## src/rpc_handle_table_assert.svh

```systemverilog
// Assertion helpers shared by the handle table modules.
// Each module that uses them has clk and rst in scope.
`ifndef RPC_HANDLE_TABLE_ASSERT_SVH
`define RPC_HANDLE_TABLE_ASSERT_SVH

// Same-cycle implication.
`define RHT_ASSERT_NOW(lbl, ante, cons, msg) \
  lbl: assert property (@(posedge clk) disable iff (rst) (ante) |-> (cons)) else $error(msg);

// Next-cycle implication.
`define RHT_ASSERT_NEXT(lbl, ante, cons, msg) \
  lbl: assert property (@(posedge clk) disable iff (rst) (ante) |=> (cons)) else $error(msg);

`endif

```

## src/rht_pkg.sv

```systemverilog
`default_nettype none

package rht_pkg;

  localparam int NUM_SLOTS = 64;
  localparam int SLOT_W    = $clog2(NUM_SLOTS);
  localparam int NODE_W    = 8;
  localparam int SEQ_W     = 32;
  localparam int LOCAL_W   = 16;
  localparam int ENTRY_W   = NODE_W + SEQ_W;

  // The free-slot search splits the bitmap into groups of lanes.
  localparam int LANES   = 8;
  localparam int GROUPS  = NUM_SLOTS / LANES;
  localparam int LANE_W  = $clog2(LANES);
  localparam int GROUP_W = $clog2(GROUPS);

  localparam logic [1:0] REQ_ALLOC = 2'd0;
  localparam logic [1:0] REQ_FIND  = 2'd1;
  localparam logic [1:0] REQ_FREE  = 2'd2;

  localparam logic [2:0] ST_OK           = 3'd0;
  localparam logic [2:0] ST_OUT_OF_HNDL  = 3'd1;
  localparam logic [2:0] ST_NOT_FOUND    = 3'd2;
  localparam logic [2:0] ST_INVALID_SLOT = 3'd3;
  localparam logic [2:0] ST_ALREADY_FREE = 3'd4;

  typedef struct packed {
    logic [1:0]         req_type;
    logic               use_given_id;
    logic               new_seq_wanted;
    logic [NODE_W-1:0]  id_node;
    logic [SEQ_W-1:0]   id_seq;
    logic [LOCAL_W-1:0] id_local;
    logic [LOCAL_W-1:0] free_slot;
  } req_t;

  typedef struct packed {
    logic [2:0]         status;
    logic [SLOT_W-1:0]  slot;
    logic [NODE_W-1:0]  out_node;
    logic [SEQ_W-1:0]   out_seq;
    logic [LOCAL_W-1:0] out_local;
  } rsp_t;

  // Bitmap update: set or clear one used bit.
  typedef struct packed {
    logic              we;
    logic              set;
    logic [SLOT_W-1:0] idx;
  } map_upd_t;

  // Result of the lowest-free-slot search.
  typedef struct packed {
    logic              any_free;
    logic [SLOT_W-1:0] first_free;
  } map_stat_t;

endpackage

`default_nettype wire

```

## src/rht_if.sv

```systemverilog
`default_nettype none

interface rht_req_if import rht_pkg::*; ();
  logic valid;
  logic ready;
  req_t data;

  modport source (output valid, output data, input ready);
  modport sink (input valid, input data, output ready);
endinterface

interface rht_rsp_if import rht_pkg::*; ();
  logic valid;
  logic ready;
  rsp_t data;

  modport source (output valid, output data, input ready);
  modport sink (input valid, input data, output ready);
endinterface

`default_nettype wire

```

## src/rpc_handle_table.sv

```systemverilog
// RPC handle table: allocates, looks up and releases handle slots.
// Requests arrive on the req channel and each one produces exactly one
// result on the rsp channel, in order; both are valid/ready handshakes.
// The own node number is set through cfg_wr_en/cfg_wr_data and should be
// written only while no request is in flight.
// In the cycle a request is accepted the slot memory read is issued; once
// the request executes, the result is formed, the memory and bitmap are
// written back and the result register is loaded. The registered memory
// read sets this order, and a new request is accepted only after the last
// one has executed.
// The free-slot search runs on registered per-group results taken from the
// bitmap, which are always current by the time the next request executes.
// Reset clears the bitmap (every slot free), the sequence counter and the
// own node number; the slot memory is not cleared, since a slot's entry is
// only read while the slot is in use and therefore after it was written.
// If the receiver stalls, the finished result stays in the output register
// while one more request is accepted; that request then waits in its
// execute cycle until the output register has been emptied.

`default_nettype none
`include "rpc_handle_table_assert.svh"

module rpc_handle_table import rht_pkg::*; (
  input  wire logic              clk,
  input  wire logic              rst,
  input  wire logic              cfg_wr_en,
  input  wire logic [NODE_W-1:0] cfg_wr_data,
  rht_req_if.sink                req,
  rht_rsp_if.source              rsp
);

  typedef enum logic {S_IDLE, S_EXEC} state_t;

  state_t            state;
  logic [NODE_W-1:0] own_node;
  logic [SEQ_W-1:0]  seq_counter;
  logic [SEQ_W-1:0]  seq_next;
  logic              rsp_valid;
  rsp_t              rsp_data;
  rsp_t              rsp_next;
  req_t              cur;

  logic               accept;
  logic               exec_go;
  logic               ram_wr;
  logic [SLOT_W-1:0]  ram_wr_addr;
  logic [ENTRY_W-1:0] ram_wr_data;
  logic [ENTRY_W-1:0] ram_rd_data;
  map_upd_t           map_req;
  map_upd_t           upd;
  map_stat_t          stat;
  logic [NUM_SLOTS-1:0] used;

  logic              find_in_range;
  logic              free_in_range;
  logic [SLOT_W-1:0] find_idx;
  logic [SLOT_W-1:0] free_idx;
  logic [NODE_W-1:0] rd_node;
  logic [SEQ_W-1:0]  rd_seq;

  assign req.ready = (state == S_IDLE);
  assign accept    = req.valid && req.ready;
  assign exec_go   = (state == S_EXEC) && (!rsp_valid || rsp.ready);
  assign rsp.valid = rsp_valid;
  assign rsp.data  = rsp_data;

  // Slot entries: node number in the upper bits, sequence number below.
  rht_ram #(
    .WIDTH (ENTRY_W),
    .DEPTH (NUM_SLOTS)
  ) u_slot_ram (
    .clk     (clk),
    .we      (ram_wr && exec_go),
    .wr_addr (ram_wr_addr),
    .wr_data (ram_wr_data),
    .re      (accept),
    .rd_addr (req.data.id_local[SLOT_W-1:0]),
    .rd_data (ram_rd_data)
  );

  assign upd = '{we: map_req.we && exec_go, set: map_req.set, idx: map_req.idx};

  rht_map u_map (
    .clk  (clk),
    .rst  (rst),
    .upd  (upd),
    .used (used),
    .stat (stat)
  );

  assign rd_node       = ram_rd_data[ENTRY_W-1 -: NODE_W];
  assign rd_seq        = ram_rd_data[SEQ_W-1:0];
  assign find_in_range = (cur.id_local < LOCAL_W'(NUM_SLOTS));
  assign free_in_range = (cur.free_slot < LOCAL_W'(NUM_SLOTS));
  assign find_idx      = cur.id_local[SLOT_W-1:0];
  assign free_idx      = cur.free_slot[SLOT_W-1:0];

  // Result and write-back for the request in its execute cycle.
  always_comb begin
    rsp_next    = '0;
    ram_wr      = 1'b0;
    ram_wr_addr = stat.first_free;
    ram_wr_data = '0;
    map_req     = '0;
    seq_next    = seq_counter;
    case (cur.req_type)
      REQ_ALLOC: begin
        if (!stat.any_free) begin
          rsp_next.status = ST_OUT_OF_HNDL;
        end else begin
          rsp_next.slot = stat.first_free;
          if (cur.use_given_id) begin
            rsp_next.out_node  = cur.id_node;
            rsp_next.out_seq   = cur.id_seq;
            rsp_next.out_local = cur.id_local;
          end else begin
            rsp_next.out_node  = own_node;
            rsp_next.out_local = LOCAL_W'(stat.first_free);
            if (cur.new_seq_wanted) begin
              rsp_next.out_seq = seq_counter;
              seq_next         = seq_counter + SEQ_W'(1);
            end
          end
          ram_wr      = 1'b1;
          ram_wr_data = {rsp_next.out_node, rsp_next.out_seq};
          map_req     = '{we: 1'b1, set: 1'b1, idx: stat.first_free};
        end
      end
      REQ_FIND: begin
        if (find_in_range && used[find_idx] && (rd_node == cur.id_node) &&
            (rd_seq == cur.id_seq)) begin
          rsp_next.slot = find_idx;
        end else begin
          rsp_next.status = ST_NOT_FOUND;
        end
      end
      REQ_FREE: begin
        if (!free_in_range) begin
          rsp_next.status = ST_INVALID_SLOT;
        end else begin
          // The stored sequence number is cleared even for a free slot.
          ram_wr      = 1'b1;
          ram_wr_addr = free_idx;
          map_req     = '{we: 1'b1, set: 1'b0, idx: free_idx};
          if (!used[free_idx]) begin
            rsp_next.status = ST_ALREADY_FREE;
          end
        end
      end
      default: begin
        rsp_next.status = ST_INVALID_SLOT;
      end
    endcase
  end

  always_ff @(posedge clk) begin
    if (accept) begin
      cur <= req.data;
    end
  end

  always_ff @(posedge clk) begin
    if (rst) begin
      state       <= S_IDLE;
      rsp_valid   <= 1'b0;
      seq_counter <= '0;
      own_node    <= '0;
    end else begin
      if (cfg_wr_en) begin
        own_node <= cfg_wr_data;
      end
      if (rsp_valid && rsp.ready && !exec_go) begin
        rsp_valid <= 1'b0;
      end
      unique case (state)
        S_IDLE: begin
          if (req.valid) begin
            state <= S_EXEC;
          end
        end
        S_EXEC: begin
          if (exec_go) begin
            state       <= S_IDLE;
            rsp_valid   <= 1'b1;
            rsp_data    <= rsp_next;
            seq_counter <= seq_next;
          end
        end
        default: begin
          state <= S_IDLE;
        end
      endcase
    end
  end

  `RHT_ASSERT_NEXT(a_accept_exec, accept, state == S_EXEC, "accepted request did not execute")
  `RHT_ASSERT_NEXT(a_exec_result, exec_go, rsp.valid && (state == S_IDLE), "executed request gave no result")
  `RHT_ASSERT_NOW(a_idle_no_write, state == S_IDLE, !upd.we && !(ram_wr && exec_go), "write-back while idle")

endmodule

`default_nettype wire

```

## src/rht_ram.sv

```systemverilog
`default_nettype none

module rht_ram #(
  parameter int WIDTH = 8,
  parameter int DEPTH = 64
) (
  input  wire logic                     clk,
  input  wire logic                     we,
  input  wire logic [$clog2(DEPTH)-1:0] wr_addr,
  input  wire logic [WIDTH-1:0]         wr_data,
  input  wire logic                     re,
  input  wire logic [$clog2(DEPTH)-1:0] rd_addr,
  output logic      [WIDTH-1:0]         rd_data
);

  logic [WIDTH-1:0] mem [DEPTH];

  always_ff @(posedge clk) begin
    if (we) begin
      mem[wr_addr] <= wr_data;
    end
    if (re) begin
      rd_data <= mem[rd_addr];
    end
  end

endmodule

`default_nettype wire

```

## src/rht_map.sv

```systemverilog
`default_nettype none
`include "rpc_handle_table_assert.svh"

module rht_map import rht_pkg::*; (
  input  wire logic                 clk,
  input  wire logic                 rst,
  input  wire map_upd_t             upd,
  output logic      [NUM_SLOTS-1:0] used,
  output map_stat_t                 stat
);

  // First level of the search: per group, a free flag and the lowest free lane.
  logic              grp_free      [GROUPS];
  logic [LANE_W-1:0] grp_idx       [GROUPS];
  logic              grp_free_next [GROUPS];
  logic [LANE_W-1:0] grp_idx_next  [GROUPS];

  always_comb begin
    for (int g = 0; g < GROUPS; g++) begin
      grp_free_next[g] = ~&used[g*LANES +: LANES];
      grp_idx_next[g]  = '0;
      for (int i = LANES - 1; i >= 0; i--) begin
        if (!used[g*LANES + i]) begin
          grp_idx_next[g] = LANE_W'(i);
        end
      end
    end
  end

  always_ff @(posedge clk) begin
    if (rst) begin
      used <= '0;
      for (int g = 0; g < GROUPS; g++) begin
        grp_free[g] <= 1'b1;
        grp_idx[g]  <= '0;
      end
    end else begin
      if (upd.we) begin
        used[upd.idx] <= upd.set;
      end
      for (int g = 0; g < GROUPS; g++) begin
        grp_free[g] <= grp_free_next[g];
        grp_idx[g]  <= grp_idx_next[g];
      end
    end
  end

  // Second level: lowest group that has a free lane.
  always_comb begin
    stat.any_free   = 1'b0;
    stat.first_free = '0;
    for (int g = GROUPS - 1; g >= 0; g--) begin
      if (grp_free[g]) begin
        stat.any_free   = 1'b1;
        stat.first_free = {GROUP_W'(g), grp_idx[g]};
      end
    end
  end

  `RHT_ASSERT_NEXT(a_set_marks, upd.we && upd.set, used[$past(upd.idx)], "set did not mark slot")
  `RHT_ASSERT_NOW(a_first_is_free, $past(!upd.we) && stat.any_free, !used[stat.first_free], "search returned a used slot")

endmodule

`default_nettype wire

```

## src/flat_wrapper.sv

```systemverilog
// flat-port wrapper written by rule: the top's interface ports become plain ports
module rpc_handle_table_flat import rht_pkg::*;
  (clk, rst, cfg_wr_en, cfg_wr_data, req_valid, req_data, req_ready, rsp_valid, rsp_data, rsp_ready);
  rht_req_if req_i ();
  rht_rsp_if rsp_i ();
  input  wire logic clk;
  input  wire logic rst;
  input  wire logic cfg_wr_en;
  input  wire logic [NODE_W-1:0] cfg_wr_data;
  input wire logic [$bits(req_i.valid)-1:0] req_valid;
  input wire logic [$bits(req_i.data)-1:0] req_data;
  output wire logic [$bits(req_i.ready)-1:0] req_ready;
  output wire logic [$bits(rsp_i.valid)-1:0] rsp_valid;
  output wire logic [$bits(rsp_i.data)-1:0] rsp_data;
  input wire logic [$bits(rsp_i.ready)-1:0] rsp_ready;
  assign req_i.valid = req_valid;
  assign req_i.data = req_data;
  assign req_ready = req_i.ready;
  assign rsp_valid = rsp_i.valid;
  assign rsp_data = rsp_i.data;
  assign rsp_i.ready = rsp_ready;
  rpc_handle_table u_core (.clk(clk), .rst(rst), .cfg_wr_en(cfg_wr_en), .cfg_wr_data(cfg_wr_data), .req(req_i), .rsp(rsp_i));
endmodule
```

## config.mk

```make
export PLATFORM = sky130hd
export DESIGN_NAME = rpc_handle_table_flat
export DESIGN_NICKNAME = d
export VERILOG_FILES = /design/src/rht_pkg.sv /design/src/rht_if.sv /design/src/rpc_handle_table.sv /design/src/rht_ram.sv /design/src/rht_map.sv /design/src/flat_wrapper.sv
export VERILOG_INCLUDE_DIRS = /design/src /design/src/src
export SDC_FILE = /design/constraint.sdc
export NUM_CORES = 2
export LEC_CHECK = 0
export BUFFER_PORTS_ARGS = -buffer_cell sky130_fd_sc_hd__buf_2
export CAP_MARGIN = 5
export CORE_AREA = 2 2 865 522
export DETAILED_ROUTE_END_ITERATION = 10
export DIE_AREA = 0 0 867 524
export GPL_TIMING_DRIVEN = 0
export PLACE_DENSITY_LB_ADDON = 0.2
export RECOVER_POWER = 25
export SYNTH_ARGS = -nofsm -noshare
export SYNTH_HDL_FRONTEND = slang
export SYNTH_SLANG_ARGS = --single-unit
```

## constraint.sdc

```tcl
create_clock -name clk -period 7.3 [get_ports clk]
set_clock_uncertainty 0.1 [all_clocks]
set_input_delay 0 -clock clk [delete_from_list [all_inputs] [get_ports clk]]
set_output_delay 0 -clock clk [all_outputs]
set_load 0.01 [all_outputs]
```

==> impl_results.md <==
* Post-synth EDFFs at 2741
* Fin cells at 12000
* WP buf/inv at 5
* Peak Freq at 0.163 GHz
* Top cell type's share of synthesized area at 0.739
* Layout area overhead at 21.0%
* DRT Wirelength at 380 mm
* Most common cell after layout, fill and taps aside: edfxtp_1
* CTS clk-pin slew, worst paths at 60 ps
* Syn_nets at 5006
* Fin area at 0.135 mm²
* Gate power share at 0.055
* Hold WC Path Type: in2reg
* Crit share post-route at 0.842
* Sw Pwr at 7820 µW
* Number of global-route vias before repair at 57300
* Synth warn at 0
* Distinct cells, synth at 61
* I/O Buffers at 154
* Sinks on Clock Net at 2879
* Power share of the sequential group at 0.519
* Worst Slack Setup Final at 1150 ps
* Worst Tran Pin Value at 2660 ps
* Routed wire per std cell at 31.6 µm
* Clock share of power at 0.426
* DRC violations left at 0
* Tot GR Track Use at 0.163
* Post-DP Area at 0.125 mm²
* Most frequent cells in the layout: 2741 x edfxtp_1, 871 x mux4_2, 367 x clkbuf_1, 310 x clkbuf_16, 183 x dlygate4sd3_1
* Grt ovf at 0
* Clock buffer depth at 4
* CP top delay family: buffers and inverters
* Critical path startpoint category: flip-flop
* Worst path most repeated cell: clkbuf_1
* H-tree level count at 5
* CTS tree: built
* HP Start: cfg_wr_en
* Slew HR at -0.782
* Cells after synthesis at 4916
* Max-cap viol count at 36
* Via density per instance at 4.82
* Resize count post-CTS at 0
* Die area at 0.454 mm²
* Slowest stage delay, CP at 850 ps
* DRT iter0 DRCs at 8213
* Nets@finish at 5909
* Area of the mapped netlist at 0.111 mm²
* Internal Power at 27100 µW
* Inserted Clock Buffers at 300
* Postcts setup bufs at 0
* Crit end category: flip-flop
* Initial antenna violation count at 62
* Die X-Extent at 867 µm
* DR pass1 iterations at 6
* Period minus WS final at 6150 ps
* Crit-path max FO at 10
* Flop2flop setup slack at 1150 ps
* I/O pin count at 156
* Ranking of synthesized cells by area: edfxtp_1 74%, mux4_2 18%, dfxtp_1 2.5%
* Final hold vios at 0
* Cell type with the largest total area after synthesis: edfxtp_1
* Die span in y at 524 µm
* Post-DRT Antenna Nets at 0
* Skew-Pair Late Insertion Delay at 920 ps
* Outcome: finished with violations
* Hpwl dp at 272 mm
* Synth Area per Inst at 22.6 µm²
* Synth Flop Type: edfxtp_1
* R2r startpoint: u_core.cur[9]$_DFFE_PP_
* Setup repair after global routing missed its margin: no
* Global-route wire length before repair at 506 mm
* Starting Density at 0.250
* Hold buffers post-CTS at 182
* Critical path cell sequence: nor4_1 -> nand4_1 -> clkbuf_1 -> o32ai_1 -> nand4_1 -> nor4_1 -> clkbuf_1 -> clkbuf_1 -> buf_8 -> buf_6
* Maximum VDD drop at 0.000208 V
* Sequential area share after synthesis at 0.764
* Placed cells at 11300
* Slowest CP cell: clkbuf_1
* Setup violators final at 0
* Hold path depth at 4
* Switching share of power at 0.224
* R2R depth at 10
* Pin count of the biggest net entering global routing at 65
* Core area at 0.446 mm²
* Slew Limit Fails at 666
* Critical path type: reg2reg
* Share of layout cells above drive strength 1 at 0.280
* Pre-CTS setup slack at 2360 ps
* R2r endpoint: u_core.u_slot_ram.mem[9][15]$_DFFE_PP_
* Power Density at 260 mW/mm²
* Root buffer cell: clkbuf_16
* Vias at 57900
* LEAKAGE at 0.0431 µW
* Seq cells post-synth at 2879
* Rows at 190
* WP data required at 7810 ps
* Hold path endpoint: u_core.own_node[1]$_SDFFE_PP0P_
* Post-synth ARST share at 0
* Gp weighted congestion at 0.889
* CP Data Arrival Time at 6650 ps
* Failing checks: max-capacitance violations, max-slew violations
==> logic make-up (layout without fill, tap and decap cells) <==
family | Yosys count | in the layout | synth area share
other | 0 | 30 | 0
xor gates and xnor gates | 70 | 70 | 0.00551
adders and majority gates | 1 | 1 | 0.000112
muxes | 945 | 945 | 0.183
DFF | 2879 | 2879 | 0.764
AOI/OAI and AO/OA | 224 | 224 | 0.0138
buffers and inverters | 294 | 1420 | 0.0108
and+or+nand+nor | 503 | 503 | 0.0227
==> Yosys cell counts (4+ instances only) <==
master,count
a211oi_1,4
a21oi_1,57
a22o_1,65
a31oi_1,14
and2_1,9
and3_1,24
and4_1,5
buf_1,73
buf_2,14
buf_6,7
clkbuf_1,177
dfxtp_1,138
edfxtp_1,2741
inv_1,18
mux2_2,8
mux2i_1,66
mux4_2,871
nand2_1,96
nand2b_1,29
nand3_1,24
nand3b_1,11
nand4_1,23
nor2_1,179
nor2b_1,5
nor3_1,23
nor4_1,26
nor4_2,6
o21ai_0,43
o22ai_1,5
o31a_1,5
o31ai_1,11
or2_2,6
or3_1,22
or4_1,5
xnor2_1,9
xor2_1,61
==> power by group through the flow <==
| stage | sequential, µW | combinational [µW] | clock (µW) |
|---|---|---|---|
| after global placement | 18500 | 1740 | 0 |
| after CTS | 18100 | 1910 | 15200 |
| after global routing | 18100 | 1990 | 15900 |
| final | 18100 | 1920 | 14900 |
| after floorplan | 18500 | 903 | 0 |
| after detailed placement | 18500 | 1830 | 0 |
==> metal layers <==
layer / up-vias / global-route usage / routed length (µm)
met2: 2626 / 0.227 / 156000
met3: 481 / 0.0469 / 38100
li1: 22800 / - / -
met4: 30 / 0.0366 / 9130
met1: 32000 / 0.248 / 176000
met5: - / 0 / 187
==> registers in the layout, indices dropped and copies added (netlist names), 24 cells and up <==
signal,count
u_core.u_slot_ram.mem,2560
u_core.seq_counter,32
u_core.cur,76
u_core.u_map.grp_idx,24
u_core.u_map.used,64
u_core.u_slot_ram.rd_data,40
u_core.rsp.data,65
==> layout make-up <==
class / count / area (µm²)
Antenna cell: 30 / 75.1
Buffer: 276 / 1120
Clock buffer: 385 / 8110
Clock inverter: 140 / 1110
Fill cell: 43000 / 311000
Inverter: 18 / 70.1
Multi-Input combinational cell: 1743 / 25300
Sequential cell: 2879 / 85100
Tap cell: 5952 / 7450
Timing Repair Buffer: 601 / 6400
==> worst reg2reg max path, cell delays in order (launching register included) <==
cell and delay, ps:
edfxtp_1 380, nor4_1 800, nand4_1 510, clkbuf_1 360, o32ai_1 650, nand4_1 320
nor4_1 640, clkbuf_1 850, clkbuf_1 760, buf_8 270, buf_6 210
==> through the flow <==
stage	hold WS, ps	power (µW)	setup TNS [ps]	utilization
floorplan	-1.13	19400	0	-
global placement	80.1	20300	-3818080	0.268
detailed placement	78.6	20300	0	0.280
CTS	8.59	35300	0	0.304
global route	115	36000	0	0.302
finish	140	35000	0	0.302
==> how the worst max path moves through the flow <==
stage | startpoint | endpoint | slack (ps) | cells after the start
detailed placement | u_core.u_map.grp_free[0][1]$_SDFF_PP1_ | u_core.u_slot_ram.mem[2][10]$_DFFE_PP_ | 2360 | 10
global placement | u_core.cur[9]$_DFFE_PP_ | u_core.u_map.used[39]$_SDFFE_PP0P_ | -6470 | 8
floorplan | u_core.cur[9]$_DFFE_PP_ | u_core.u_slot_ram.mem[55][0]$_DFFE_PP_ | 890 | 7
global route | u_core.cur[9]$_DFFE_PP_ | u_core.u_slot_ram.mem[63][24]$_DFFE_PP_ | 970 | 11
CTS | u_core.u_map.grp_free[0][1]$_SDFF_PP1_ | u_core.u_slot_ram.mem[2][34]$_DFFE_PP_ | 2290 | 10
finish | u_core.cur[9]$_DFFE_PP_ | u_core.u_slot_ram.mem[9][15]$_DFFE_PP_ | 1150 | 10
Note: power is estimated with default switching activity, not from simulation.
